$ cat config.mk
export PLATFORM = sky130hd
export DESIGN_NAME = rotary_encoder_button_events
export DESIGN_NICKNAME = d
export VERILOG_FILES = /design/src/sv/rebe_pkg.sv /design/src/sv/rotary_encoder_button_events.sv
export SDC_FILE = /design/constraint.sdc
export NUM_CORES = 1
export LEC_CHECK = 0
export ABC_AREA = 1
export BUFFER_PORTS_ARGS = -buffer_cell sky130_fd_sc_hd__buf_2
export CORE_ASPECT_RATIO = 0.6
export CORE_UTILIZATION = 25
export DETAILED_ROUTE_END_ITERATION = 8
export REMOVE_ABC_BUFFERS = 1
export SLEW_MARGIN = 20
export SYNTH_ARGS = -nofsm -noshare
export SYNTH_HDL_FRONTEND = slang
export SYNTH_SLANG_ARGS = --single-unit
$ cat constraint.sdc
create_clock -name clock -period 4.7 [get_ports clock]
set_input_delay 0 -clock clock [delete_from_list [all_inputs] [get_ports clock]]
set_output_delay 0 -clock clock [all_outputs]
set_load 0.01 [all_outputs]
$ cat src/sv/rebe_pkg.sv
// Shared types and constants for the rotary encoder and push button event decoder.
`timescale 1ns / 1ps

package rebe_pkg;

   // Register map: index is csr_paddr[2] (word addresses 0x0 and 0x4)
   localparam logic CSR_HOLD_TICKS     = 1'b0;
   localparam logic CSR_EVENTS_ENABLED = 1'b1;

   localparam int unsigned HOLD_W  = 16;
   localparam int unsigned PRESS_W = 17;

   localparam logic [HOLD_W-1:0]  HOLD_TICKS_RESET = 16'd100;
   localparam logic [PRESS_W-1:0] PRESS_MAX        = 17'h1FFFF;

   // Channel pair codes, {chan_a, chan_b}
   localparam logic [1:0] PAIR_REST  = 2'b11;
   localparam logic [1:0] PAIR_RIGHT = 2'b01;
   localparam logic [1:0] PAIR_LEFT  = 2'b10;

   // Result flags, click in bit 0
   typedef struct packed {
      logic turn_left;
      logic turn_right;
      logic holding;
      logic long_hold;
      logic click;
   } event_type;

   // One poll tick, button_level in bit 0
   typedef struct packed {
      logic chan_b;
      logic chan_a;
      logic button_level;
   } tick_type;

endpackage

$ cat src/sv/rotary_encoder_button_events.sv
// Rotary encoder with push button: turns poll ticks into click, hold and turn events.
`timescale 1ns / 1ps

//  channel  | direction | handshake             | payload
//  req_     | in        | req_tvalid/req_tready | tdata[2:0] = button_level, chan_a, chan_b
//  rsp_     | out       | rsp_tvalid/rsp_tready | tdata[4:0] = click, long_hold, holding,
//           |           |                       |              turn_right, turn_left
//  csr_     | in        | APB write/read        | 0x0 hold_ticks[15:0], 0x4 events_enabled[0]
//
//  One item per cycle sustained while rsp_tready is high: an item waits in the input register,
//  then the decode and all state updates happen together on the way into the result register.
//  rsp_tvalid rises when the decoded item reaches the result register; ticks with no event produce no item.
//  A stalled rsp_ side holds the result register and the input register backs up behind it;
//  req_tready drops only when both are full and rsp_tready is low.
//  Synchronous active-high reset clears all control and decoder state; hold_ticks resets
//  to 100 and events_enabled to 0.

module rotary_encoder_button_events (
   input  logic        clock,
   input  logic        reset,
   // input items
   input  logic        req_tvalid,
   output logic        req_tready,
   input  logic [7:0]  req_tdata,   // [0] button_level, [1] chan_a, [2] chan_b, rest zero
   // result items
   output logic        rsp_tvalid,
   input  logic        rsp_tready,
   output logic [7:0]  rsp_tdata,   // [0] click, [1] long_hold, [2] holding,
                                    // [3] turn_right, [4] turn_left, rest zero
   // configuration
   input  logic        csr_psel,
   input  logic        csr_penable,
   input  logic        csr_pwrite,
   input  logic [2:0]  csr_paddr,
   input  logic [31:0] csr_pwdata,
   output logic [31:0] csr_prdata,
   output logic        csr_pready
);

   // configuration registers
   logic [rebe_pkg::HOLD_W-1:0] hold_ticks_ff, hold_ticks_in;
   logic                        events_enabled_ff, events_enabled_in;

   // input register
   logic                 s1_valid_ff, s1_valid_in;
   rebe_pkg::tick_type   s1_tick_ff, s1_tick_in;

   // decoder state
   logic                         button_last_ff, button_last_in;
   logic [rebe_pkg::PRESS_W-1:0] press_length_ff, press_length_in;
   logic [rebe_pkg::HOLD_W-1:0]  hold_phase_ff, hold_phase_in;
   logic [1:0]                   chan_cand_ff, chan_cand_in;
   logic [1:0]                   chan_acc_ff, chan_acc_in;

   // result register
   logic                 rsp_valid_ff, rsp_valid_in;
   rebe_pkg::event_type  rsp_event_ff, rsp_event_in;

   logic csr_write;
   logic advance;     // result register can take a new value this cycle
   logic process;     // the tick in the input register is decoded this cycle

   // decode terms
   rebe_pkg::event_type           ev;
   logic [1:0]                    pair;
   logic                          prev;
   logic [rebe_pkg::PRESS_W-1:0]  press_base;
   logic [rebe_pkg::HOLD_W-1:0]   phase_base;
   logic [rebe_pkg::HOLD_W:0]     phase_inc;
   logic                          phase_hit;

   assign csr_write  = csr_psel && csr_penable && csr_pwrite && csr_pready;
   assign csr_pready = 1'b1;

   always_comb begin
      case (csr_paddr[2])
         rebe_pkg::CSR_HOLD_TICKS:     csr_prdata = {16'd0, hold_ticks_ff};
         rebe_pkg::CSR_EVENTS_ENABLED: csr_prdata = {31'd0, events_enabled_ff};
         default:                      csr_prdata = 32'd0;
      endcase
   end

   assign advance    = !rsp_valid_ff || rsp_tready;
   assign req_tready = !s1_valid_ff || advance;
   assign process    = s1_valid_ff && advance && events_enabled_ff;

   assign rsp_tvalid = rsp_valid_ff;
   assign rsp_tdata  = {3'd0, rsp_event_ff};

   always_comb begin
      hold_ticks_in     = hold_ticks_ff;
      events_enabled_in = events_enabled_ff;
      if (csr_write) begin
         case (csr_paddr[2])
            rebe_pkg::CSR_HOLD_TICKS:     hold_ticks_in     = csr_pwdata[15:0];
            rebe_pkg::CSR_EVENTS_ENABLED: events_enabled_in = csr_pwdata[0];
            default: ;
         endcase
      end
   end

   // input register
   always_comb begin
      s1_valid_in = s1_valid_ff;
      s1_tick_in  = s1_tick_ff;
      if (req_tvalid && req_tready) begin
         s1_valid_in = 1'b1;
         s1_tick_in  = req_tdata[2:0];
      end else if (advance) begin
         s1_valid_in = 1'b0;
      end
   end

   // decode of the tick held in the input register
   always_comb begin
      pair = {s1_tick_ff.chan_a, s1_tick_ff.chan_b};
      prev = button_last_ff;
      ev   = '0;

      button_last_in  = button_last_ff;
      press_length_in = press_length_ff;
      hold_phase_in   = hold_phase_ff;
      chan_cand_in    = chan_cand_ff;
      chan_acc_in     = chan_acc_ff;

      // a new press restarts both counters
      press_base = prev ? '0 : press_length_ff;
      phase_base = prev ? '0 : hold_phase_ff;
      phase_inc  = {1'b0, phase_base} + 17'd1;
      phase_hit  = phase_inc >= {1'b0, hold_ticks_ff};

      if (s1_tick_ff.button_level && !prev) begin
         // release after a press
         ev.click     = 1'b1;
         ev.long_hold = press_length_ff > {1'b0, hold_ticks_ff};
      end else if (!s1_tick_ff.button_level) begin
         ev.holding      = 1'b1;
         press_length_in = (press_base == rebe_pkg::PRESS_MAX) ? press_base
                                                               : press_base + 17'd1;
         ev.long_hold    = phase_hit;
         hold_phase_in   = phase_hit ? '0 : phase_inc[rebe_pkg::HOLD_W-1:0];
      end
      button_last_in = s1_tick_ff.button_level;

      // a pair counts only after it shows up on two ticks in a row
      if (pair != chan_cand_ff) begin
         chan_cand_in = pair;
      end else begin
         ev.turn_right = (chan_acc_ff == rebe_pkg::PAIR_REST) && (pair == rebe_pkg::PAIR_RIGHT);
         ev.turn_left  = (chan_acc_ff == rebe_pkg::PAIR_REST) && (pair == rebe_pkg::PAIR_LEFT);
         chan_acc_in   = pair;
      end

      if (!process) begin
         button_last_in  = button_last_ff;
         press_length_in = press_length_ff;
         hold_phase_in   = hold_phase_ff;
         chan_cand_in    = chan_cand_ff;
         chan_acc_in     = chan_acc_ff;
      end
   end

   // result register; holding alone is not reported
   always_comb begin
      rsp_valid_in = rsp_valid_ff;
      rsp_event_in = rsp_event_ff;
      if (advance) begin
         rsp_valid_in = process &&
                        (ev.click || ev.long_hold || ev.turn_right || ev.turn_left);
         rsp_event_in = ev;
      end
   end

   always_ff @(posedge clock) begin
      if (reset) begin
         hold_ticks_ff     <= rebe_pkg::HOLD_TICKS_RESET;
         events_enabled_ff <= 1'b0;
         s1_valid_ff       <= 1'b0;
         button_last_ff    <= 1'b1;
         press_length_ff   <= '0;
         hold_phase_ff     <= '0;
         chan_cand_ff      <= 2'd0;
         chan_acc_ff       <= 2'd0;
         rsp_valid_ff      <= 1'b0;
      end else begin
         hold_ticks_ff     <= hold_ticks_in;
         events_enabled_ff <= events_enabled_in;
         s1_valid_ff       <= s1_valid_in;
         button_last_ff    <= button_last_in;
         press_length_ff   <= press_length_in;
         hold_phase_ff     <= hold_phase_in;
         chan_cand_ff      <= chan_cand_in;
         chan_acc_ff       <= chan_acc_in;
         rsp_valid_ff      <= rsp_valid_in;
      end
   end

   always_ff @(posedge clock) begin
      s1_tick_ff   <= s1_tick_in;
      rsp_event_ff <= rsp_event_in;
   end

   // a reported item always carries an event other than holding
   a_rsp_has_event: assert property (@(posedge clock) disable iff (reset)
      rsp_valid_ff |-> (rsp_event_ff.click || rsp_event_ff.long_hold ||
                        rsp_event_ff.turn_right || rsp_event_ff.turn_left))
      else $error("result item without an event");

   a_turn_exclusive: assert property (@(posedge clock) disable iff (reset)
      rsp_valid_ff |-> !(rsp_event_ff.turn_right && rsp_event_ff.turn_left))
      else $error("left and right turn in one item");

   a_click_not_holding: assert property (@(posedge clock) disable iff (reset)
      rsp_valid_ff |-> !(rsp_event_ff.click && rsp_event_ff.holding))
      else $error("click reported while button held");

   // disabled decoder leaves its state alone
   a_disabled_frozen: assert property (@(posedge clock) disable iff (reset)
      !events_enabled_ff |=> ($stable(press_length_ff) && $stable(hold_phase_ff) &&
                              $stable(chan_acc_ff) && $stable(button_last_ff)))
      else $error("decoder state changed while disabled");

endmodule

== After elaboration in Yosys (flattened, before gate mapping) ==
Cells that the tools add are included.
Widths: inputs -> output; s select.

* Logic and storage cells: 64
* Output and inout bits: 43
* Input port bits: 50
* Register bits: 65

* $lt $le $gt $ge: 2
* Eq/ne operators: 5
* Muxes and demuxes: 11
* Reductions and logical operators: 23
* Bitwise gates (word level): 4
* Add/sub/neg operators: 2

{| class="wikitable"
|+ Operators with widths
! operator !! number
|-
| $pmux 32 s2 || 1
|-
| $mux 17 || 2
|-
| $mux 16 || 2
|-
| $add 16x1->17 const B || 1
|-
| $add 17x1->17 const B || 1
|-
| $eq 17x17->1 const B || 1
|-
| $ge 17x16->1 || 1
|-
| $gt 17x16->1 || 1
|-
| $logic_and 1x1->1 || 9
|-
| $reduce_and 2->1 || 4
|-
| $logic_or 1x1->1 || 5
|-
| $eq 2x2->1 const B || 2
|-
| $mux 1 || 4
|-
| $mux 2 || 2
|-
| $not 1->1 || 4
|-
| $logic_not 1->1 || 3
|-
| $reduce_and 3->1 || 1
|-
| $eq 2x1->1 const B || 1
|-
| $ne 2x2->1 || 1
|-
| $reduce_bool 2->1 || 1
|}

== Longest topological paths before layout ==
Gate-level depths: netlist of run 1.

* Depth in word-level cells: 9
* Gate-level depth with buffers: 25
* Mapped depth without buffers: 24

== Worst setup path after synthesis of run 1 ==
Ideal clock, no wire load.

* Path kind: reg2reg
* From: reg button_last_ff
* To: reg hold_phase_ff[10] (netlist name)
* Required time: 4,630 ps
* Period minus slack after synthesis: 3,312 ps
* Arrival time: 3,241 ps
* Setup slack: 1,388 ps
* Stages on the path, launching flop included: 26
* Library setup time: 70 ps
* Cell sequence: dfxtp_1 -> buf_4 -> clkbuf_1 -> nor2_1 -> ha_1 -> nand3_1 -> nor3_2 -> nand2_1 -> nor2_1 -> nand2_1 -> xor2_1 -> ha_1 -> nand2_1 -> inv_1 -> nand2_1 -> nor2_1 -> a21oi_1 -> nand2_1 -> nand2_1 -> nand2_1 -> nand2_1 -> nand2_1 -> nor2_4 -> buf_4 -> nand2_1 -> a21oi_1

* Longest elaborated chain between the ends: 4

{| class="wikitable"
|+ RTL lines
! what !! line !! source
|-
| start, declared || rotary_encoder_button_events.sv:49 || <nowiki>logic button_last_ff, button_last_in;</nowiki>
|-
| start signal, assigned || rotary_encoder_button_events.sv:189 || <nowiki>button_last_ff <= button_last_in;</nowiki>
|-
| $mux 16 / $logic_not 1->1 (equally long branches) || rotary_encoder_button_events.sv:128, rotary_encoder_button_events.sv:132 ||
|-
| $add 16x1->17 / $logic_and 1x1->1 (equally long branches) || rotary_encoder_button_events.sv:129, rotary_encoder_button_events.sv:132 ||
|-
| $ge 17x16->1 / $not 1->1 (equally long branches) || -- ||
|-
| $mux 16 / $reduce_and 3->1 (equally long branches) || -- ||
|-
| end signal, assigned || rotary_encoder_button_events.sv:191 || <nowiki>hold_phase_ff <= hold_phase_in;</nowiki>
|-
| end, declared || rotary_encoder_button_events.sv:51 || <nowiki>logic [rebe_pkg::HOLD_W-1:0] hold_phase_ff, hold_phase_in;</nowiki>
|}

Parallel ways exist; a longest one is shown, timed or not.
A chain may end at the register's enable or synchronous reset.

== Final worst setup path of run 1 ==
* From: reg button_last_ff
* To: reg hold_phase_ff[0] (netlist name)

Same word-level chain as after synthesis.

==> reports/metrics.yaml, run 1 <==
run_status:
  outcome: "finished clean"
critical_path:
  startpoint_type: "register"
  path_delay_family: "simple AND/OR/NAND/NOR gates"
  timing_worst_setup_path_type: "register to register"
  worst-endpoint-required_ns: 4.95
  end_kind: "register"
  worst_path_largest_cell_delay_ns: 0.39
  critical_path.most_common_cell: "sky130_fd_sc_hd__nand2_1"
  cp_cell_sequence: "inv_2 -> nand3_1 -> nor3_2 -> nand2_1 -> nor2_1 -> nand2_1 -> xor2_1 -> ha_1 -> nand2_1 -> inv_1 -> nand2_1 -> nor2_1 -> a21oi_1 -> nand2_1 -> nand2_1 -> nand2_1 -> nand2_1 -> nand2_1 -> nor2_4 -> o21ai_0 -> a21oi_1"
  timing.critical_path.slowest_stage_cell: "sky130_fd_sc_hd__dfxtp_1"
  timing.critical_path.arrival_ns: 4.05
  buffers_and_inverters_on_the_worst_path: 2
  critPathMaxFanout: 21
sta:
  fin_crit_ns: 3.797
  final_report_hold_violation_count: 0
  setup_viol: 0
  fin_worst_hold_slack_ns: 0.06623
  timing.clock.skew_ns: 0.009627
  layout_worst_path_cycle_share: 0.8080
  worst-slew-pin-transition_ns: 0.9279
  maxSlewHeadroom: 0.3736
  fmaxAchievable_mhz: 263.3
  totalNegativeSetupSlack_ns: 0
  timing_max_transition_violations_final: 0
  rsz0062_at_grt: "no"
floorplanning:
  die_w_um: 171.1
  floorplan.io_pins: 93
  chipHeight_um: 103.5
  design.core.area_mm2: 0.01649
  floorplan.initialDensity: 0.2603
  std_cell_rows: 36
  fp.dieArea_mm2: 0.01771
placed_design:
  portBuffers: 49
  dpl.hpwl_um: 8810
  globalplace.congestion: 0.8476
  placed_cells: 869
cts:
  clock-root-buffer: "sky130_fd_sc_hd__clkbuf_16"
  total_cts_buffers: 9
  clkSinkCount: 65
  worstSkewPairLatency_ns: 0.34
  cts_tree: "built"
  cts_setup_buffers: 0
  clk_pin_slew_worst_paths_ns: 0.06
  cts_buffer_depth: 2
  htree_num_levels: 3
synth:
  synthCells: 609
  synth-edff-count: 8
  synth_cell_type_count: 37
  ys_seq_elements: 65
  post-synth-top-area-fraction: 0.2659
  post_synth.cell_area_avg_um2: 7.047
  synth_top_flop_cell: "sky130_fd_sc_hd__dfxtp_1"
  postSynth.asyncResetShare: 0
  synth.yosys.seq_area_share: 0.3219
  top_cells_by_area_synth: "sky130_fd_sc_hd__dfxtp_1 27%, sky130_fd_sc_hd__nand2_1 11%, sky130_fd_sc_hd__ha_1 9.9%"
  synth_top_cell_by_area: "sky130_fd_sc_hd__dfxtp_1"
  netlist_area_mm2: 0.004292
  yosys_warnings: 0
route:
  route.vias.total: 3985
  avgRoutedWirePerCell_um: 13.03
  route.final.wire_length_um: 11810
  drc_errors: 0
  drt_first_pass_iters: 5
  viasPerCell: 4.398
  final_antenna_net_count: 0
  detailedRoute.firstIterationViolations: 294
final_layout:
  instances_no_fill: 906
  fillCellCount: 1813
  n_antenna_cell: 0
  synthToLayoutAreaGrowth_pct: 21.22
  proportion_of_layout_cells_with_a_drive_suffix_above_1: 0.1386
  nets: 757
global_routing:
  grtUsageTotal: 0.1408
  grt_max_degree: 40
  grt_pass1_vias: 3490
  grt_overflow: 0
  initial_antenna_violation_count: 0
  grt_pass1_wl_um: 18730
worst_hold_path:
  hold_path_class: "input port to register"
power_and_ir_drop:
  peakVddDrop_mv: 0.1710
  power.static_leakage_nw: 2.219
  cellPowerDensity_mw_per_mm2: 272.9
run:
  maxCapViolCount: 0
-- cells in the mapped netlist (all sizes together), types with 4 or more instances --
master and number:
a211oi 4, a21oi 58, buf 24, clkbuf 13, dfxtp 57, edfxtp 8
ha 34, inv 77, nand2 132, nand3 18, nand4 15, nor2 80
nor3 12, nor4 7, o21ai 36, xnor2 9, xor2 17
-- routing by layer --
| metal | up-vias | GRT usage | wire (um) |
|---|---|---|---|
| li1 | 2080 | - | - |
| met1 | 1776 | 0.2264 | 7043 |
| met2 | 123 | 0.1760 | 4001 |
| met3 | 6 | 0.03767 | 720 |
| met4 | 0 | 0.03091 | 41 |
| met5 | - | 0 | 0 |
-- placed cells by master (no fill, tap or decap), types with 4 or more instances in the layout --
cell and n:
sky130_fd_sc_hd__nand2_1 128, sky130_fd_sc_hd__inv_1 72, sky130_fd_sc_hd__nor2_1 70, sky130_fd_sc_hd__a21oi_1 57
sky130_fd_sc_hd__dfxtp_1 57, sky130_fd_sc_hd__buf_2 49, sky130_fd_sc_hd__ha_1 34, sky130_fd_sc_hd__o21ai_0 29
sky130_fd_sc_hd__dlygate4sd3_1 21, sky130_fd_sc_hd__conb_1 20, sky130_fd_sc_hd__nand3_1 18, sky130_fd_sc_hd__xor2_1 17
sky130_fd_sc_hd__nand4_1 14, sky130_fd_sc_hd__xnor2_1 9, sky130_fd_sc_hd__clkbuf_16 9, sky130_fd_sc_hd__nor2_2 8
sky130_fd_sc_hd__nor3_1 8, sky130_fd_sc_hd__edfxtp_1 8, sky130_fd_sc_hd__o21ai_1 7, sky130_fd_sc_hd__nor4_1 6
sky130_fd_sc_hd__inv_2 5, sky130_fd_sc_hd__a211oi_1 4
-- metrics by stage --
| step | setup slack [ns] | power (mW) | utilization | instance area (um^2) |
|---|---|---|---|---|
| final | 0.9025 | 1.420 | 0.3156 | 5202 |
| after global placement | 0.9355 | 0.6715 | 0.2829 | 4664 |
| after detailed placement | 0.9435 | 0.6717 | 0.2829 | 4664 |
| after CTS | 0.9234 | 1.433 | 0.3156 | 5202 |
| after global routing | 0.4924 | 1.464 | 0.3156 | 5202 |
| after floorplan | 1.498 | 0.6314 | - | 4119 |
-- cell type report --
type,instances,area [um^2],area share
Clock buffer,9,225.2,0.04329
Clock inverter,7,102.6,0.01972
Inverter,77,289.0,0.05556
Multi-Input combinational cell,448,2449,0.4707
Sequential cell,65,1381,0.2655
Tap cell,228,285.3,0.05483
Timing Repair Buffer,72,470.5,0.09043
-- power by group --
part	total, mW	internal (mW)	switching, mW
clock network	0.745	0.469	0.276
logic	0.100	0.0378	0.0625
registers	0.574	0.569	0.00446
total	1.42	1.08	0.343
-- timing repair --
item	CTS	global route
setup endpoints to repair	0	0
endpoints found under the hold margin	21	0
gates resized for setup	0	0
hold buffers	21	0
-- state kept, by name (all words and copies together) (netlist names) --
register and cells:
s1_valid_ff 1, events_enabled_ff 1, button_last_ff 1, s1_tick_ff 1
chan_cand_ff 2, hold_phase_ff 16, rsp_tvalid 1, hold_ticks_ff 16
rsp_tdata 5, pair 2, chan_acc_ff 2, press_length_ff 17
-- tightest hold or removal path: stages --
cell and delay (ns):
sky130_fd_sc_hd__buf_2 0.10, sky130_fd_sc_hd__nand3_1 0.11, sky130_fd_sc_hd__nor3_1 0.06, sky130_fd_sc_hd__nor2_1 0.09
-- kinds of logic (layout without fill, tap and decap cells) --
logic type               Yosys count  count (layout)  synth area share
buffers and inverters            114             165            0.1233
AND/OR/NAND/NOR                  267             267            0.2778
adder cells (fa/ha/maj)           34              34           0.09913
XOR/XNOR                          26              26           0.05306
other                              2              20          0.001750
AO/OA/AOI/OAI                    101             101            0.1230
flip-flops                        65              65            0.3219
-- worst paths after layout --
kind / start / endpoint / slack, ns / cells past startpoint
worst min-delay path: csr_penable / events_enabled_ff / 0.07 / 4
worst max register to register: button_last_ff / hold_phase_ff[0] / 0.90 / 21
worst min register to register: chan_acc_ff[1] / chan_acc_ff[1] / 0.46 / 2
worst max-delay path: button_last_ff / hold_phase_ff[0] / 0.90 / 21
(Power assumes the default switching activity.)
==> run 2, diff against run 1 <==
- clock period: 4.7 -> 3.9 ns (I/O delays scaled with it)
==> reports/metrics.yaml, run 2 (synthesized netlist as in run 1, its figures left out) <==
run_status:
  outcome: "finished clean"
final_layout:
  proportion_of_layout_cells_with_a_drive_suffix_above_1: 0.1420
  nets: 762
  instances_no_fill: 911
  registers_with_the_most_flip_flops: "press_length_ff (17), hold_phase_ff (16), hold_ticks_ff (16)"
  n_antenna_cell: 0
  synthToLayoutAreaGrowth_pct: 21.49
  layout_commonest_cell: "sky130_fd_sc_hd__nand2_1"
  layout.core_utilization: 0.3163
  fillCellCount: 1811
  largest_reg_flops: 17
  most-common-layout-cells: "128 x sky130_fd_sc_hd__nand2_1, 72 x sky130_fd_sc_hd__inv_1, 70 x sky130_fd_sc_hd__nor2_1"
  top_register: "press_length_ff"
  design_area_mm2: 0.005214
route:
  detailedRoute.firstIterationViolations: 368
  drt_first_pass_iters: 7
  route.final.wire_length_um: 11930
  final_antenna_net_count: 0
  route.vias.total: 4043
  avgRoutedWirePerCell_um: 13.10
  viasPerCell: 4.438
  drc_errors: 0
power_and_ir_drop:
  power.static_leakage_nw: 2.231
  cellPowerDensity_mw_per_mm2: 309.2
  post-layout-total-power_mw: 1.612
  peakVddDrop_mv: 0.1600
global_routing:
  grt_overflow: 0
  grt_max_degree: 40
  grt_pass1_wl_um: 19000
  grtUsageTotal: 0.1420
  grt_pass1_vias: 3505
  initial_antenna_violation_count: 0
sta:
  final_report_hold_violation_count: 0
  setup_viol: 0
  fmaxAchievable_mhz: 287.4
  layout_worst_path_cycle_share: 0.8921
  worst-slew-pin-transition_ns: 0.8730
  totalNegativeSetupSlack_ns: 0
  timing.clock.skew_ns: 0.007616
  maxSlewHeadroom: 0.4106
  timing_max_transition_violations_final: 0
  fin_crit_ns: 3.479
  rsz0062_at_grt: "no"
critical_path:
  timing.critical_path.arrival_ns: 3.73
  reg2reg_depth: 24
  timing.critical_path.slowest_stage_cell: "sky130_fd_sc_hd__dfxtp_1"
  worst-endpoint-required_ns: 4.15
  worst_path_largest_cell_delay_ns: 0.38
  critPathLaunch: "button_last_ff"
  timing.rr.end: "hold_phase_ff[0]"
  timing_worst_setup_path_type: "register to register"
  startpoint_type: "register"
  endpoint: "hold_phase_ff[0]"
  reg2reg_from: "button_last_ff"
  cp_cell_sequence: "buf_4 -> inv_2 -> nand2_1 -> nor3_2 -> nand2_1 -> nor2_2 -> nand3_1 -> xor2_1 -> inv_1 -> ha_1 -> nand2_1 -> inv_1 -> nand2_1 -> nor2_1 -> a21oi_1 -> nand2_1 -> nand2_1 -> nand2_1 -> nand2_1 -> nand2_1 -> nor2_4 -> buf_12 -> o21ai_0 -> a21oi_1"
  critPathMaxFanout: 16
  end_kind: "register"
  rrSetupSlack_ns: 0.42
  critical_path.most_common_cell: "sky130_fd_sc_hd__nand2_1"
floorplanning:
  floorplan.initialDensity: 0.2603
  chipHeight_um: 103.5
  std_cell_rows: 36
  floorplan.io_pins: 93
  die_w_um: 171.1
  fp.dieArea_mm2: 0.01771
  design.core.area_mm2: 0.01649
worst_hold_path:
  hold_path_class: "input port to register"
  startpoint_of_the_tightest_hold_check_path: "csr_penable"
  worst_hold_depth: 4
placed_design:
  placement.cell_area_mm2: 0.004695
  globalplace.congestion: 0.8894
  dpl.hpwl_um: 8965
  portBuffers: 49
  placed_cells: 873
cts:
  ctsResizeCount: 0
  htree_num_levels: 3
  clk_pin_slew_worst_paths_ns: 0.06
  cts_tree: "built"
  clock-root-buffer: "sky130_fd_sc_hd__clkbuf_16"
  total_cts_buffers: 9
  worstSkewPairLatency_ns: 0.34
  cts_buffer_depth: 2
  clkSinkCount: 65
run:
  maxCapViolCount: 0
-- run 2: changes by cell type in the layout (fill, tap and decap cells not counted), moves of 2 or more --
cell                       change
sky130_fd_sc_hd__buf_4         +4
sky130_fd_sc_hd__clkinv_4      -2
sky130_fd_sc_hd__clkbuf_1      +2
sky130_fd_sc_hd__clkinv_2      +2
-- run 2: how the worst min path moves through the flow --
| stage | to | slack, ns |
|---|---|---|
| finish | events_enabled_ff | 0.08 |
| global route | events_enabled_ff | 0.13 |
| CTS | events_enabled_ff | 0.07 |
| detailed placement | s1_tick_ff[0] | 0.18 |
| global placement | s1_tick_ff[0] | 0.18 |
| floorplan | csr_prdata[10] | 0.05 |
-- run 2: cell type report --
cell class | count | area [um^2] | share of cell area
Multi-Input combinational cell | 448 | 2449 | 0.4696
Sequential cell | 65 | 1381 | 0.2649
Timing Repair Buffer | 77 | 520.5 | 0.09983
Inverter | 77 | 289.0 | 0.05544
Tap cell | 228 | 285.3 | 0.05472
Clock buffer | 11 | 232.7 | 0.04464
Clock inverter | 5 | 56.30 | 0.01080
-- run 2: critical path: cells and delay by family (launching register included) --
| kind | cells | cell delay, ns |
|---|---|---|
| and+or+nand+nor | 14 | 1.63 |
| buffers and inverters | 5 | 0.65 |
| DFF | 1 | 0.38 |
| AOI/OAI and AO/OA | 3 | 0.32 |
| xor gates and xnor gates | 1 | 0.14 |
| adders and majority gates | 1 | 0.27 |
-- run 2: power breakdown --
part	internal, mW	switching [mW]	total, mW
clock	0.494	0.305	0.798
sequential	0.687	0.00517	0.692
combinational	0.0458	0.0760	0.122
total	1.23	0.386	1.61
-- run 2: routing by layer --
layer  share of wire  track usage
met1            0.57       0.2247
met5               0            0
met3           0.083      0.04186
met2            0.34       0.1795
met4          0.0080      0.03091
-- run 2: repair_timing --
item | 4_1_cts | 5_1_grt
endpoints found under the hold margin | 21 | 0
setup buffers | 0 | 1
hold buffers | 21 | 0
setup endpoints to repair | 0 | 16
-- run 2: through the flow --
stage,setup slack [ns],hold WS [ns]
floorplan,0.6984,0.04753
global placement,0.4402,0.1834
detailed placement,0.4095,0.1833
CTS,0.3748,0.07175
global route,0.03347,0.1269
finish,0.4209,0.08225
==> run 3, diff against run 2 <==
- BUFFER_PORTS_ARGS: -buffer_cell sky130_fd_sc_hd__buf_2 -> -buffer_cell sky130_fd_sc_hd__buf_4
==> reports/metrics.yaml, run 3 (synthesized netlist as in run 1, its figures left out) <==
power_and_ir_drop:
  cellPowerDensity_mw_per_mm2: 310.9
  combinational_cell_fraction_of_total_power: 0.080
  share_of_power_burned_in_registers: 0.416
  p_sw_frac: 0.2535
  peakVddDrop_mv: 0.1543
  power.static_leakage_nw: 2.260
  netSwitchingPower_uw: 421.8
  internal-power_mw: 1.242
  part_of_the_total_power_dissipated_in_the_clock_network: 0.504
critical_path:
  timing_worst_setup_path_type: "register to register"
  timing.rr.end: "hold_phase_ff[0]"
  endpoint: "hold_phase_ff[0]"
  worst-endpoint-required_ns: 4.17
  reg2reg_depth: 24
  rrSetupSlack_ns: 0.47
  critPathLaunch: "button_last_ff"
  end_kind: "register"
  timing.critical_path.arrival_ns: 3.70
  startpoint_type: "register"
  critPathMaxFanout: 16
  reg2reg_from: "button_last_ff"
placed_design:
  dpl.hpwl_um: 9100
  placed_cells: 873
  globalplace.congestion: 0.9105
  portBuffers: 49
final_layout:
  top_register: "press_length_ff"
  synthToLayoutAreaGrowth_pct: 24.72
  nets: 762
  n_antenna_cell: 0
  layout_commonest_cell: "sky130_fd_sc_hd__nand2_1"
  largest_reg_flops: 17
  proportion_of_layout_cells_with_a_drive_suffix_above_1: 0.1449
  registers_with_the_most_flip_flops: "press_length_ff (17), hold_phase_ff (16), hold_ticks_ff (16)"
  instances_no_fill: 911
  most-common-layout-cells: "128 x sky130_fd_sc_hd__nand2_1, 72 x sky130_fd_sc_hd__inv_1, 70 x sky130_fd_sc_hd__nor2_1"
sta:
  final_report_hold_violation_count: 0
  fin_worst_hold_slack_ns: 0.06294
  rsz0062_at_grt: "no"
  timing.clock.skew_ns: 0.009561
  totalNegativeSetupSlack_ns: 0
  maxSlewHeadroom: 0.3839
  fmaxAchievable_mhz: 291.5
  fin_crit_ns: 3.430
  worst-slew-pin-transition_ns: 0.9125
  layout_worst_path_cycle_share: 0.8795
  setup_viol: 0
  timing_max_transition_violations_final: 0
global_routing:
  grtUsageTotal: 0.1457
  grt_max_degree: 40
  initial_antenna_violation_count: 0
  grt_overflow: 0
  grt_pass1_wl_um: 19310
  grt_pass1_vias: 3605
floorplanning:
  design.core.area_mm2: 0.01649
  floorplan.io_pins: 93
  std_cell_rows: 36
  fp.dieArea_mm2: 0.01771
  die_w_um: 171.1
  floorplan.initialDensity: 0.2603
  chipHeight_um: 103.5
cts:
  total_cts_buffers: 9
  htree_num_levels: 3
  clk_pin_slew_worst_paths_ns: 0.06
  clkSinkCount: 65
  cts_tree: "built"
  clock-root-buffer: "sky130_fd_sc_hd__clkbuf_16"
  worstSkewPairLatency_ns: 0.35
  cts_buffer_depth: 2
route:
  route.vias.total: 4021
  avgRoutedWirePerCell_um: 13.40
  detailedRoute.firstIterationViolations: 310
  final_antenna_net_count: 0
  drc_errors: 0
  viasPerCell: 4.414
  drt_first_pass_iters: 5
  route.final.wire_length_um: 12200
run:
  maxCapViolCount: 0
worst_hold_path:
  hold_path_class: "input port to register"
run_status:
  outcome: "finished clean"
-- run 3: changes by cell type in the layout (fill, tap and decap cells not counted) --
cell                         change
sky130_fd_sc_hd__clkbuf_1        -2
sky130_fd_sc_hd__clkinv_2        -2
sky130_fd_sc_hd__buf_2          -49
sky130_fd_sc_hd__clkinv_4        +2
sky130_fd_sc_hd__inv_6           +1
sky130_fd_sc_hd__buf_4          +49
sky130_fd_sc_hd__clkinvlp_4      +1
-- run 3: metal layers --
metal  GRT usage  up-vias  wire length [um]
li1            -     2079                 -
met1      0.2271     1808              6917
met2      0.1807      124              4225
met3     0.04985       10               959
met4     0.03709        0               102
met5           0        -                 0
-- run 3: timing repair --
item	CTS	global route
resized for setup	0	0
hold endpoints to repair	21	0
endpoints found under the setup margin	0	8
buffers inserted	0	1
hold buffers	21	0
-- run 3: layout make-up --
cell class | count | area [um^2]
fillers | 1758 | 11130
multi-input cells | 448 | 2449
flip-flops and latches | 65 | 1381
repair buffers | 77 | 643.1
inverters | 77 | 289.0
well taps | 228 | 285.3
clock buffers | 9 | 225.2
clock inverters | 7 | 80.08
-- run 3: power by group through the flow --
stage | registers (mW) | clock network, mW | logic, mW
floorplan | 0.705 | 0 | 0.0560
global placement | 0.706 | 0 | 0.114
detailed placement | 0.706 | 0 | 0.115
CTS | 0.691 | 0.857 | 0.132
global route | 0.692 | 0.885 | 0.148
finish | 0.692 | 0.839 | 0.133
-- run 3: worst min-delay path by stage --
stage                            start           endpoint  slack (ns)  cells past startpoint
final                      csr_penable  events_enabled_ff        0.06                      4
after global routing       csr_penable  events_enabled_ff        0.09                      4
after CTS                  csr_penable  events_enabled_ff        0.06                      4
after detailed placement  req_tdata[0]      s1_tick_ff[0]        0.18                      1
after global placement    req_tdata[0]      s1_tick_ff[0]        0.18                      1
after floorplan           csr_paddr[2]     csr_prdata[10]        0.05                      1
-- run 3: per-stage QoR --
stage	total power [mW]	worst slack, ns	util	instance area [um^2]
6_report	1.664	0.4698	0.3247	5353
5_1_grt	1.725	0.1043	0.3247	5353
4_1_cts	1.680	0.4193	0.3235	5333
3_5_place_dp	0.8208	0.4290	0.2922	4817
3_3_place_gp	0.8201	0.4614	0.2922	4817
2_1_floorplan	0.7610	0.6984	-	4119
-- run 3: critical path: stages, from the launching register on --
cell                      delay, ns
sky130_fd_sc_hd__dfxtp_1       0.38
sky130_fd_sc_hd__buf_4         0.19
sky130_fd_sc_hd__inv_2         0.17
sky130_fd_sc_hd__nand2_1       0.13
sky130_fd_sc_hd__nor3_2        0.23
sky130_fd_sc_hd__nand2_1       0.21
sky130_fd_sc_hd__nor2_2        0.19
sky130_fd_sc_hd__nand3_1       0.11
sky130_fd_sc_hd__xor2_1        0.15
sky130_fd_sc_hd__inv_1         0.08
sky130_fd_sc_hd__ha_1          0.27
sky130_fd_sc_hd__nand2_1       0.06
sky130_fd_sc_hd__inv_1         0.05
sky130_fd_sc_hd__nand2_1       0.11
sky130_fd_sc_hd__nor2_1        0.06
sky130_fd_sc_hd__a21oi_1       0.12
sky130_fd_sc_hd__nand2_1       0.06
sky130_fd_sc_hd__nand2_1       0.05
sky130_fd_sc_hd__nand2_1       0.04
sky130_fd_sc_hd__nand2_1       0.05
sky130_fd_sc_hd__nand2_1       0.13
sky130_fd_sc_hd__nor2_4        0.16
sky130_fd_sc_hd__buf_12        0.15
sky130_fd_sc_hd__o21ai_0       0.08
sky130_fd_sc_hd__a21oi_1       0.11
